### src/rtl/itoa_pkg.sv
package itoa_pkg;

  localparam int unsigned LONG_WIDTH    = 64;
  localparam int unsigned MAX_PRECISION = 63;

  localparam int unsigned VALUE_W    = 64;
  localparam int unsigned DIGIT_W    = 4;
  localparam int unsigned DEC_DIGITS = 20;
  localparam int unsigned HEX_DIGITS = VALUE_W / DIGIT_W;
  localparam int unsigned BCD_W      = DEC_DIGITS * DIGIT_W;
  localparam int unsigned LONG_SHIFT = VALUE_W - LONG_WIDTH;

  localparam logic [7:0] CH_ZERO    = 8'h30;
  localparam logic [7:0] CH_UPPER_A = 8'h41;
  localparam logic [7:0] CH_LOWER_A = 8'h61;
  localparam logic [7:0] CH_MINUS   = 8'h2D;
  localparam logic [7:0] CH_PLUS    = 8'h2B;
  localparam logic [7:0] CH_SPACE   = 8'h20;

  localparam logic [1:0] WS_INT  = 2'd0;
  localparam logic [1:0] WS_LONG = 2'd1;

  typedef struct packed {
    logic signed [63:0] value;
    logic [1:0]         width_select;
    logic               is_hex;
    logic               is_signed;
    logic               upper_case;
    logic               show_sign;
    logic               plus_sign;
    logic               has_precision;
    logic [5:0]         precision;
  } in_t;

  typedef struct packed {
    logic [7:0] out_char;
    logic       last;
  } out_t;

  typedef struct packed {
    logic load;
    logic step;
    logic hex;
  } conv_ctrl_t;

  typedef enum logic [5:0] {
    ST_IDLE  = 6'b000001,
    ST_CONV  = 6'b000010,
    ST_NORM  = 6'b000100,
    ST_SIGN  = 6'b001000,
    ST_PAD   = 6'b010000,
    ST_DIGIT = 6'b100000
  } state_e;

  function automatic logic [7:0] digit_char(logic [3:0] d, logic upper);
    logic [7:0] base;
    base = upper ? CH_UPPER_A : CH_LOWER_A;
    if (d >= 4'd10) begin
      return base + {4'd0, d} - 8'd10;
    end
    return CH_ZERO + {4'd0, d};
  endfunction

endpackage

### src/rtl/itoa_conv.sv
module itoa_conv (
  input  logic                         clk_i,
  input  itoa_pkg::conv_ctrl_t         ctrl_i,
  input  logic [itoa_pkg::VALUE_W-1:0] load_value_i,
  output logic [itoa_pkg::BCD_W-1:0]   digits_o
);
  import itoa_pkg::*;

  logic [BCD_W-1:0]   bcd_q;
  logic [BCD_W-1:0]   adj;
  logic [VALUE_W-1:0] shift_q;

  // add 3 to every bcd digit of 5 or more before the shift
  always_comb begin
    for (int i = 0; i < DEC_DIGITS; i++) begin
      if (bcd_q[i*DIGIT_W +: DIGIT_W] >= 4'd5) begin
        adj[i*DIGIT_W +: DIGIT_W] = bcd_q[i*DIGIT_W +: DIGIT_W] + 4'd3;
      end else begin
        adj[i*DIGIT_W +: DIGIT_W] = bcd_q[i*DIGIT_W +: DIGIT_W];
      end
    end
  end

  always_ff @(posedge clk_i) begin
    if (ctrl_i.load) begin
      // hex nibbles are already digits
      bcd_q   <= ctrl_i.hex ? {{(BCD_W-VALUE_W){1'b0}}, load_value_i} : '0;
      shift_q <= load_value_i;
    end else if (ctrl_i.step) begin
      bcd_q   <= {adj[BCD_W-2:0], shift_q[VALUE_W-1]};
      shift_q <= {shift_q[VALUE_W-2:0], 1'b0};
    end
  end

  assign digits_o = bcd_q;

endmodule

### src/rtl/integer_to_ascii_formatter.sv
// integer to ascii formatter
// an item is taken at a clock edge where start is high and busy is low. in_i
// carries the integer and its conversion settings. the text comes out on out_o,
// one character per cycle marked by out_valid_o, most significant character
// first, sign then zero padding then digits; out_o.last marks the final one.
// an item that makes no text (zero with precision zero and no sign) gives no
// strobe at all.
// steps per item: the accept, then for decimal one shift-add-3 pass per operand
// bit (32 or 64 bits) in the shared bcd unit, then the leading zero digits are
// dropped one at a time (up to 19 decimal, 15 hex) and the count settles, then
// the characters go out (up to 64). hex skips the bcd passes.
// each character appears in the cycle after it is produced; busy falls as the
// last character is registered, so the next item may be taken while it shows.
// the receiver cannot stall: each word is valid for exactly one cycle.
// reset clears the sequencer and the strobe; nothing else needs clearing.
module integer_to_ascii_formatter (
  input  logic           clk_i,
  input  logic           rst_ni,
  input  logic           start,
  input  itoa_pkg::in_t  in_i,
  output logic           busy,
  output logic           out_valid_o,
  output itoa_pkg::out_t out_o
);
  import itoa_pkg::*;

  state_e state_q, state_d;

  logic [6:0] iter_q, iter_d;
  logic [4:0] nd_q, nd_d;
  logic [5:0] pad_q, pad_d;

  logic       upper_q, has_prec_q, sign_en_q;
  logic [5:0] prec_q;
  logic [7:0] sign_ch_q;

  logic       out_valid_d, out_valid_q;
  out_t       out_d, out_q;

  conv_ctrl_t         conv_ctrl;
  logic [BCD_W-1:0]   digits;
  logic [VALUE_W-1:0] mask, v_masked, mag, load_value;
  logic               sign_bit, neg, accept;
  logic [6:0]         width_bits;
  logic [4:0]         dig_idx;
  logic [3:0]         cur_digit;
  logic [4:0]         nd_fin;
  logic [5:0]         pad_fin;
  logic [5:0]         prec_sat;
  logic [7:0]         sign_ch;

  assign accept = start && (state_q == ST_IDLE);
  assign busy   = (state_q != ST_IDLE);

  // operand selection and sign handling at load
  always_comb begin
    case (in_i.width_select)
      WS_INT: begin
        mask       = {{32{1'b0}}, {32{1'b1}}};
        width_bits = 7'd32;
        sign_bit   = in_i.value[31];
      end
      WS_LONG: begin
        mask       = {VALUE_W{1'b1}} >> LONG_SHIFT;
        width_bits = 7'(LONG_WIDTH);
        sign_bit   = in_i.value[LONG_WIDTH-1];
      end
      default: begin
        mask       = {VALUE_W{1'b1}};
        width_bits = 7'd64;
        sign_bit   = in_i.value[63];
      end
    endcase
    v_masked = in_i.value & mask;
    neg      = !in_i.is_hex && in_i.is_signed && sign_bit;
    mag      = neg ? ((~v_masked + 64'd1) & mask) : v_masked;
    // line the operand up at the top so each pass takes its next bit
    load_value = in_i.is_hex ? mag : (mag << (7'd64 - width_bits));
    if (neg) begin
      sign_ch = CH_MINUS;
    end else begin
      sign_ch = in_i.plus_sign ? CH_PLUS : CH_SPACE;
    end
    prec_sat = (in_i.precision > 6'(MAX_PRECISION)) ? 6'(MAX_PRECISION) : in_i.precision;
  end

  itoa_conv u_conv (
    .clk_i        (clk_i),
    .ctrl_i       (conv_ctrl),
    .load_value_i (load_value),
    .digits_o     (digits)
  );

  assign conv_ctrl.load = accept;
  assign conv_ctrl.step = (state_q == ST_CONV);
  assign conv_ctrl.hex  = in_i.is_hex;

  assign dig_idx   = nd_q - 5'd1;
  assign cur_digit = digits[{dig_idx, 2'b00} +: DIGIT_W];

  // digit count and zero padding once the leading zeros are gone
  always_comb begin
    if (nd_q == 5'd1 && cur_digit == 4'd0 && has_prec_q) begin
      nd_fin = 5'd0;
    end else begin
      nd_fin = nd_q;
    end
    if (has_prec_q && (prec_q > {1'b0, nd_fin})) begin
      pad_fin = prec_q - {1'b0, nd_fin};
    end else begin
      pad_fin = 6'd0;
    end
  end

  always_comb begin
    state_d     = state_q;
    iter_d      = iter_q;
    nd_d        = nd_q;
    pad_d       = pad_q;
    out_valid_d = 1'b0;
    out_d       = out_q;
    case (state_q)
      ST_IDLE: begin
        if (start) begin
          iter_d  = width_bits;
          nd_d    = in_i.is_hex ? 5'(HEX_DIGITS) : 5'(DEC_DIGITS);
          state_d = in_i.is_hex ? ST_NORM : ST_CONV;
        end
      end
      ST_CONV: begin
        iter_d = iter_q - 7'd1;
        if (iter_q == 7'd1) begin
          state_d = ST_NORM;
        end
      end
      ST_NORM: begin
        if (nd_q > 5'd1 && cur_digit == 4'd0) begin
          nd_d = nd_q - 5'd1;
        end else begin
          nd_d  = nd_fin;
          pad_d = pad_fin;
          if (sign_en_q) begin
            state_d = ST_SIGN;
          end else if (pad_fin != 6'd0) begin
            state_d = ST_PAD;
          end else if (nd_fin != 5'd0) begin
            state_d = ST_DIGIT;
          end else begin
            state_d = ST_IDLE;
          end
        end
      end
      ST_SIGN: begin
        out_valid_d    = 1'b1;
        out_d.out_char = sign_ch_q;
        out_d.last     = (pad_q == 6'd0) && (nd_q == 5'd0);
        if (pad_q != 6'd0) begin
          state_d = ST_PAD;
        end else if (nd_q != 5'd0) begin
          state_d = ST_DIGIT;
        end else begin
          state_d = ST_IDLE;
        end
      end
      ST_PAD: begin
        out_valid_d    = 1'b1;
        out_d.out_char = CH_ZERO;
        out_d.last     = (pad_q == 6'd1) && (nd_q == 5'd0);
        pad_d          = pad_q - 6'd1;
        if (pad_q == 6'd1) begin
          state_d = (nd_q != 5'd0) ? ST_DIGIT : ST_IDLE;
        end
      end
      ST_DIGIT: begin
        out_valid_d    = 1'b1;
        out_d.out_char = digit_char(cur_digit, upper_q);
        out_d.last     = (nd_q == 5'd1);
        nd_d           = nd_q - 5'd1;
        if (nd_q == 5'd1) begin
          state_d = ST_IDLE;
        end
      end
      default: begin
        state_d = ST_IDLE;
      end
    endcase
  end

  always_ff @(posedge clk_i or negedge rst_ni) begin
    if (!rst_ni) begin
      state_q     <= ST_IDLE;
      out_valid_q <= 1'b0;
    end else begin
      state_q     <= state_d;
      out_valid_q <= out_valid_d;
    end
  end

  always_ff @(posedge clk_i) begin
    iter_q <= iter_d;
    nd_q   <= nd_d;
    pad_q  <= pad_d;
    out_q  <= out_d;
    if (accept) begin
      upper_q    <= in_i.upper_case;
      has_prec_q <= in_i.has_precision;
      prec_q     <= prec_sat;
      sign_en_q  <= !in_i.is_hex && (neg || in_i.show_sign);
      sign_ch_q  <= sign_ch;
    end
  end

  assign out_valid_o = out_valid_q;
  assign out_o       = out_q;

endmodule

### config.mk
export PLATFORM = sky130hd
export DESIGN_NAME = integer_to_ascii_formatter
export DESIGN_NICKNAME = d
export VERILOG_FILES = /design/src/rtl/itoa_pkg.sv /design/src/rtl/itoa_conv.sv /design/src/rtl/integer_to_ascii_formatter.sv
export SDC_FILE = /design/constraint.sdc
export NUM_CORES = 1
export LEC_CHECK = 0
export BUFFER_PORTS_ARGS = -buffer_cell sky130_fd_sc_hd__buf_4
export CAP_MARGIN = 20
export CORE_AREA = 2 2 135 190
export CTS_BUF_LIST = sky130_fd_sc_hd__clkbuf_16
export DETAILED_ROUTE_END_ITERATION = 8
export DIE_AREA = 0 0 137 192
export GPL_ROUTABILITY_DRIVEN = 0
export PLACE_DENSITY = 0.82
export SYNTH_ARGS = -nofsm -noshare
export SYNTH_HDL_FRONTEND = slang
export SYNTH_HIERARCHICAL = 1
export SYNTH_SLANG_ARGS = --single-unit
export TNS_END_PERCENT = 10
### constraint.sdc
create_clock -name clk_i -period 6.8 [get_ports clk_i]
set_input_delay 1.36 -clock clk_i [delete_from_list [all_inputs] [get_ports clk_i]]
set_output_delay 1.36 -clock clk_i [all_outputs]
set_load 0.02 [all_outputs]
==> out/summary.txt <==
first-pass GRT wire length = 52.5 mm
NumNets Final = 1484
final wirelength = 33.8 mm
maximum vdd ir drop = 323 µV
total power = 6.51 mW
Final Critical Period = 5980 ps
xor and xnor area share after synthesis = 0.0670
top_reg_cell synth = edfxtp_1
Inserted Clock Buffers = 17
DR top layer = met4
Die Y = 192 µm
PD cells = 444 nW/µm²
setup violators final = 0
vias post-DR = 10400
CP dominant cell by count = ha_1
hold_buf cts = 0
clock tree buffer depth = 2
DRT Pass-1 Iters = 5
Critical-path top delay cell = ha_1
CP endpoint kind = flop
syn nets = 1437
Post-Place Setup Slack = 948 ps
met2 WL = 16.8 mm
I/O pin total = 92
required time worst endpoint = 7190 ps
fin cells = 1674
ratio of cells with drive above 1 in the final layout = 0.188
M1 WL = 12.8 mm
Routed Antenna Nets = 0
Setup CP Type = reg -> reg
DR WL met3 = 2.11 mm
dpl hpwl = 24.9 mm
CTS Sinks = 189
peak per-stage delay on the critical path = 1010 ps
area grow syn2layout = 10.2%
cts repair resizes = 0
simple-gate portion of the synthesized area = 0.154
Post-synth EDFFs = 182
largest net degree at the start of global routing = 126
Arr. time, crit path = 6370 ps
wire length per cell = 20.2 µm
max-cap viol count = 0
area leader, netlist = edfxtp_1
Least-Margin Pin Slew = 1060 ps
# DRC = 0
maximum fanout along the worst path = 27
Area contributors post-synth = edfxtp_1 (41%), mux2_2 (7.0%), ha_1 (5.1%)
CTS tree = built
antenna violations before repair = 0
Root Driver = clkbuf_16
Synth Area in Compound Gates = 0.144
Hold WC Path Type = reg -> reg
CTS H-tree depth = 4
fmax = 167 MHz
final-report max-slew violation count = 0
Port Buffers = 90
outcome = finished clean
post-CTS setup buffer count = 0
Skew-Pair Late Insertion Delay = 440 ps
Syn Inst Count = 1301
die area = 26300 µm²
worst clock skew = 11.0 ps
grt ovf = 0
clock-pin slew on the worst setup and hold paths = 70 ps
Synth top area share = 0.411
RSZ-0062 raised after global routing = no
Worst path top cell family by delay = compound AO/OA/AOI/OAI gates
Startpoint Class = flop
register area share after synthesis = 0.424
Async SR Flop Fraction = 0.0370
syn_area_per_cell = 10.2 µm²
# rows = 68
Synth Cell Area = 13300 µm²
Global Route Usage Sum = 0.262
multiplexer area fraction after synthesis = 0.110
P_leak = 5.28 nW
Adder-Cell Fraction of Synth Area = 0.0523
Yosys warnings = 6
final hold vios = 0
Slew headroom = 0.292
final worst slack = 820 ps
largest family of logic cells by synthesized area = simple AND/OR/NAND/NOR gates
core area = 24500 µm²
antenna cell count = 0
starting density of the core = 0.543
Post-Route Setup TNS = 0 ps
Die W = 137 µm
Distinct cells, synth = 87
Critical Path, Cell by Cell = inv_1, ha_1, mux4_2, mux2_2, o21ai_0, o211a_2, ha_1, and4_1, a31oi_1, ha_1, inv_1, fa_1, a21o_1, a21oi_1, nor2b_1, o311ai_1, a41oi_1, a2111oi_0, o31a_1
Tcrit/Tclk final = 0.879
crit path buf inv count = 2
drt via density = 6.23
final core occ = 0.598
vias in the first global route = 10000
Post-Place Cells = 1643
DRT iter0 DRCs = 1021
# fillers = 2076
#FFs+latches synth = 189
[cell type report]
cell class	count	area (µm²)	area share
inverters	67	256	0.0175
flip-flops and latches	189	5640	0.385
clock inverters	13	143	0.00973
repair buffers	98	776	0.0529
multi-input cells	975	7030	0.479
clock buffers	17	425	0.0290
well taps	315	394	0.0269
[kinds of logic (layout without fill, tap and decap cells)]
kind of cell	count (synthesis)	count (layout)
AO/OA/AOI/OAI	312	312
XOR/XNOR	101	101
adder cells (fa/ha/maj)	55	55
buffers and inverters	137	195
flip-flops	189	189
multiplexers	114	114
other	1	1
AND/OR/NAND/NOR	392	392
[through the flow]
step / area [µm²] / hold slack, ps
2_1_floorplan: 13300 / 498
3_3_place_gp: 14100 / 526
3_5_place_dp: 14100 / 533
4_1_cts: 14600 / 551
5_1_grt: 14700 / 561
6_report: 14700 / 549
[power breakdown]
part           total (mW)  internal (mW)  leakage [nW]  switching, mW
Sequential           2.56           2.12          1.82          0.440
Clock               0.987          0.539         0.275          0.448
Combinational        2.96           1.34          3.19           1.62
[Yosys cell counts (3+ instances only)]
library cell and count:
dfrtp_1 6, o31ai_1 9, and3_1 7, nor3_1 26, a21oi_1 83, nand4_1 3
a21o_1 4, inv_1 66, and4_1 3, o21a_1 7, xor2_1 33, or4_1 10
o41ai_1 3, o22ai_1 32, or2_2 3, edfxtp_1 182, nand2b_1 24, a31oi_1 11
buf_2 11, a41oi_1 3, a211oi_1 19, buf_6 11, nor4_1 12, ha_1 54
or3_1 8, o21ai_1 20, buf_4 10, o21bai_1 4, o31a_1 3, xnor2_1 67
clkbuf_1 33, and2_1 7, nand3_1 30, nor2b_1 6, nand2_1 95, mux4_2 17
mux2i_1 14, o21ai_0 84, mux2_2 83, nand3b_1 5, nor2_1 100, buf_1 4
nor3b_1 35
[sequential cells by signal (all words and copies together), names as in the netlist, 5 cells and up]
name	cells
nd_q	5
state_q	6
pad_q	6
prec_q	6
u_conv/digits_o	80
u_conv/shift_q	64
out_o	8
iter_q	7
[path summary, 6_finish.rpt]
check	from	to	slack [ps]	cells after the start
min in group asynchronous	rst_ni	state_q[1]	720	1
hold / removal	u_conv/shift_q[10]	u_conv/shift_q[11]	550	1
setup / recovery	nd_q[1]	state_q[0]	820	19
setup reg to reg	nd_q[1]	state_q[0]	820	19
max in group asynchronous	rst_ni	state_q[0]	5870	1
hold reg to reg	u_conv/shift_q[10]	u_conv/shift_q[11]	550	1
[cell usage in the layout, fill, tap and decap left out, types with 8 or more instances in the layout]
master,n
nor2_1,98
xor2_1,33
nand2_1,95
nor3b_1,35
o22ai_1,32
a31oi_1,11
or4_1,10
nand3_1,30
inv_1,67
nor4_1,12
clkbuf_16,17
nor3_1,26
a211oi_1,19
o21ai_1,20
mux4_2,17
or3_1,8
a21oi_1,83
xnor2_1,67
mux2i_1,14
mux2_2,83
ha_1,54
nand2b_1,24
buf_4,95
o21ai_0,84
edfxtp_1,182
o31ai_1,9
[metal layers]
metal,vias up,track usage
li1,4909,-
met1,4942,0.309
met2,486,0.444
met3,98,0.0404
met4,0,0.160
met5,-,0
Note: power is estimated with default switching activity, not from simulation.
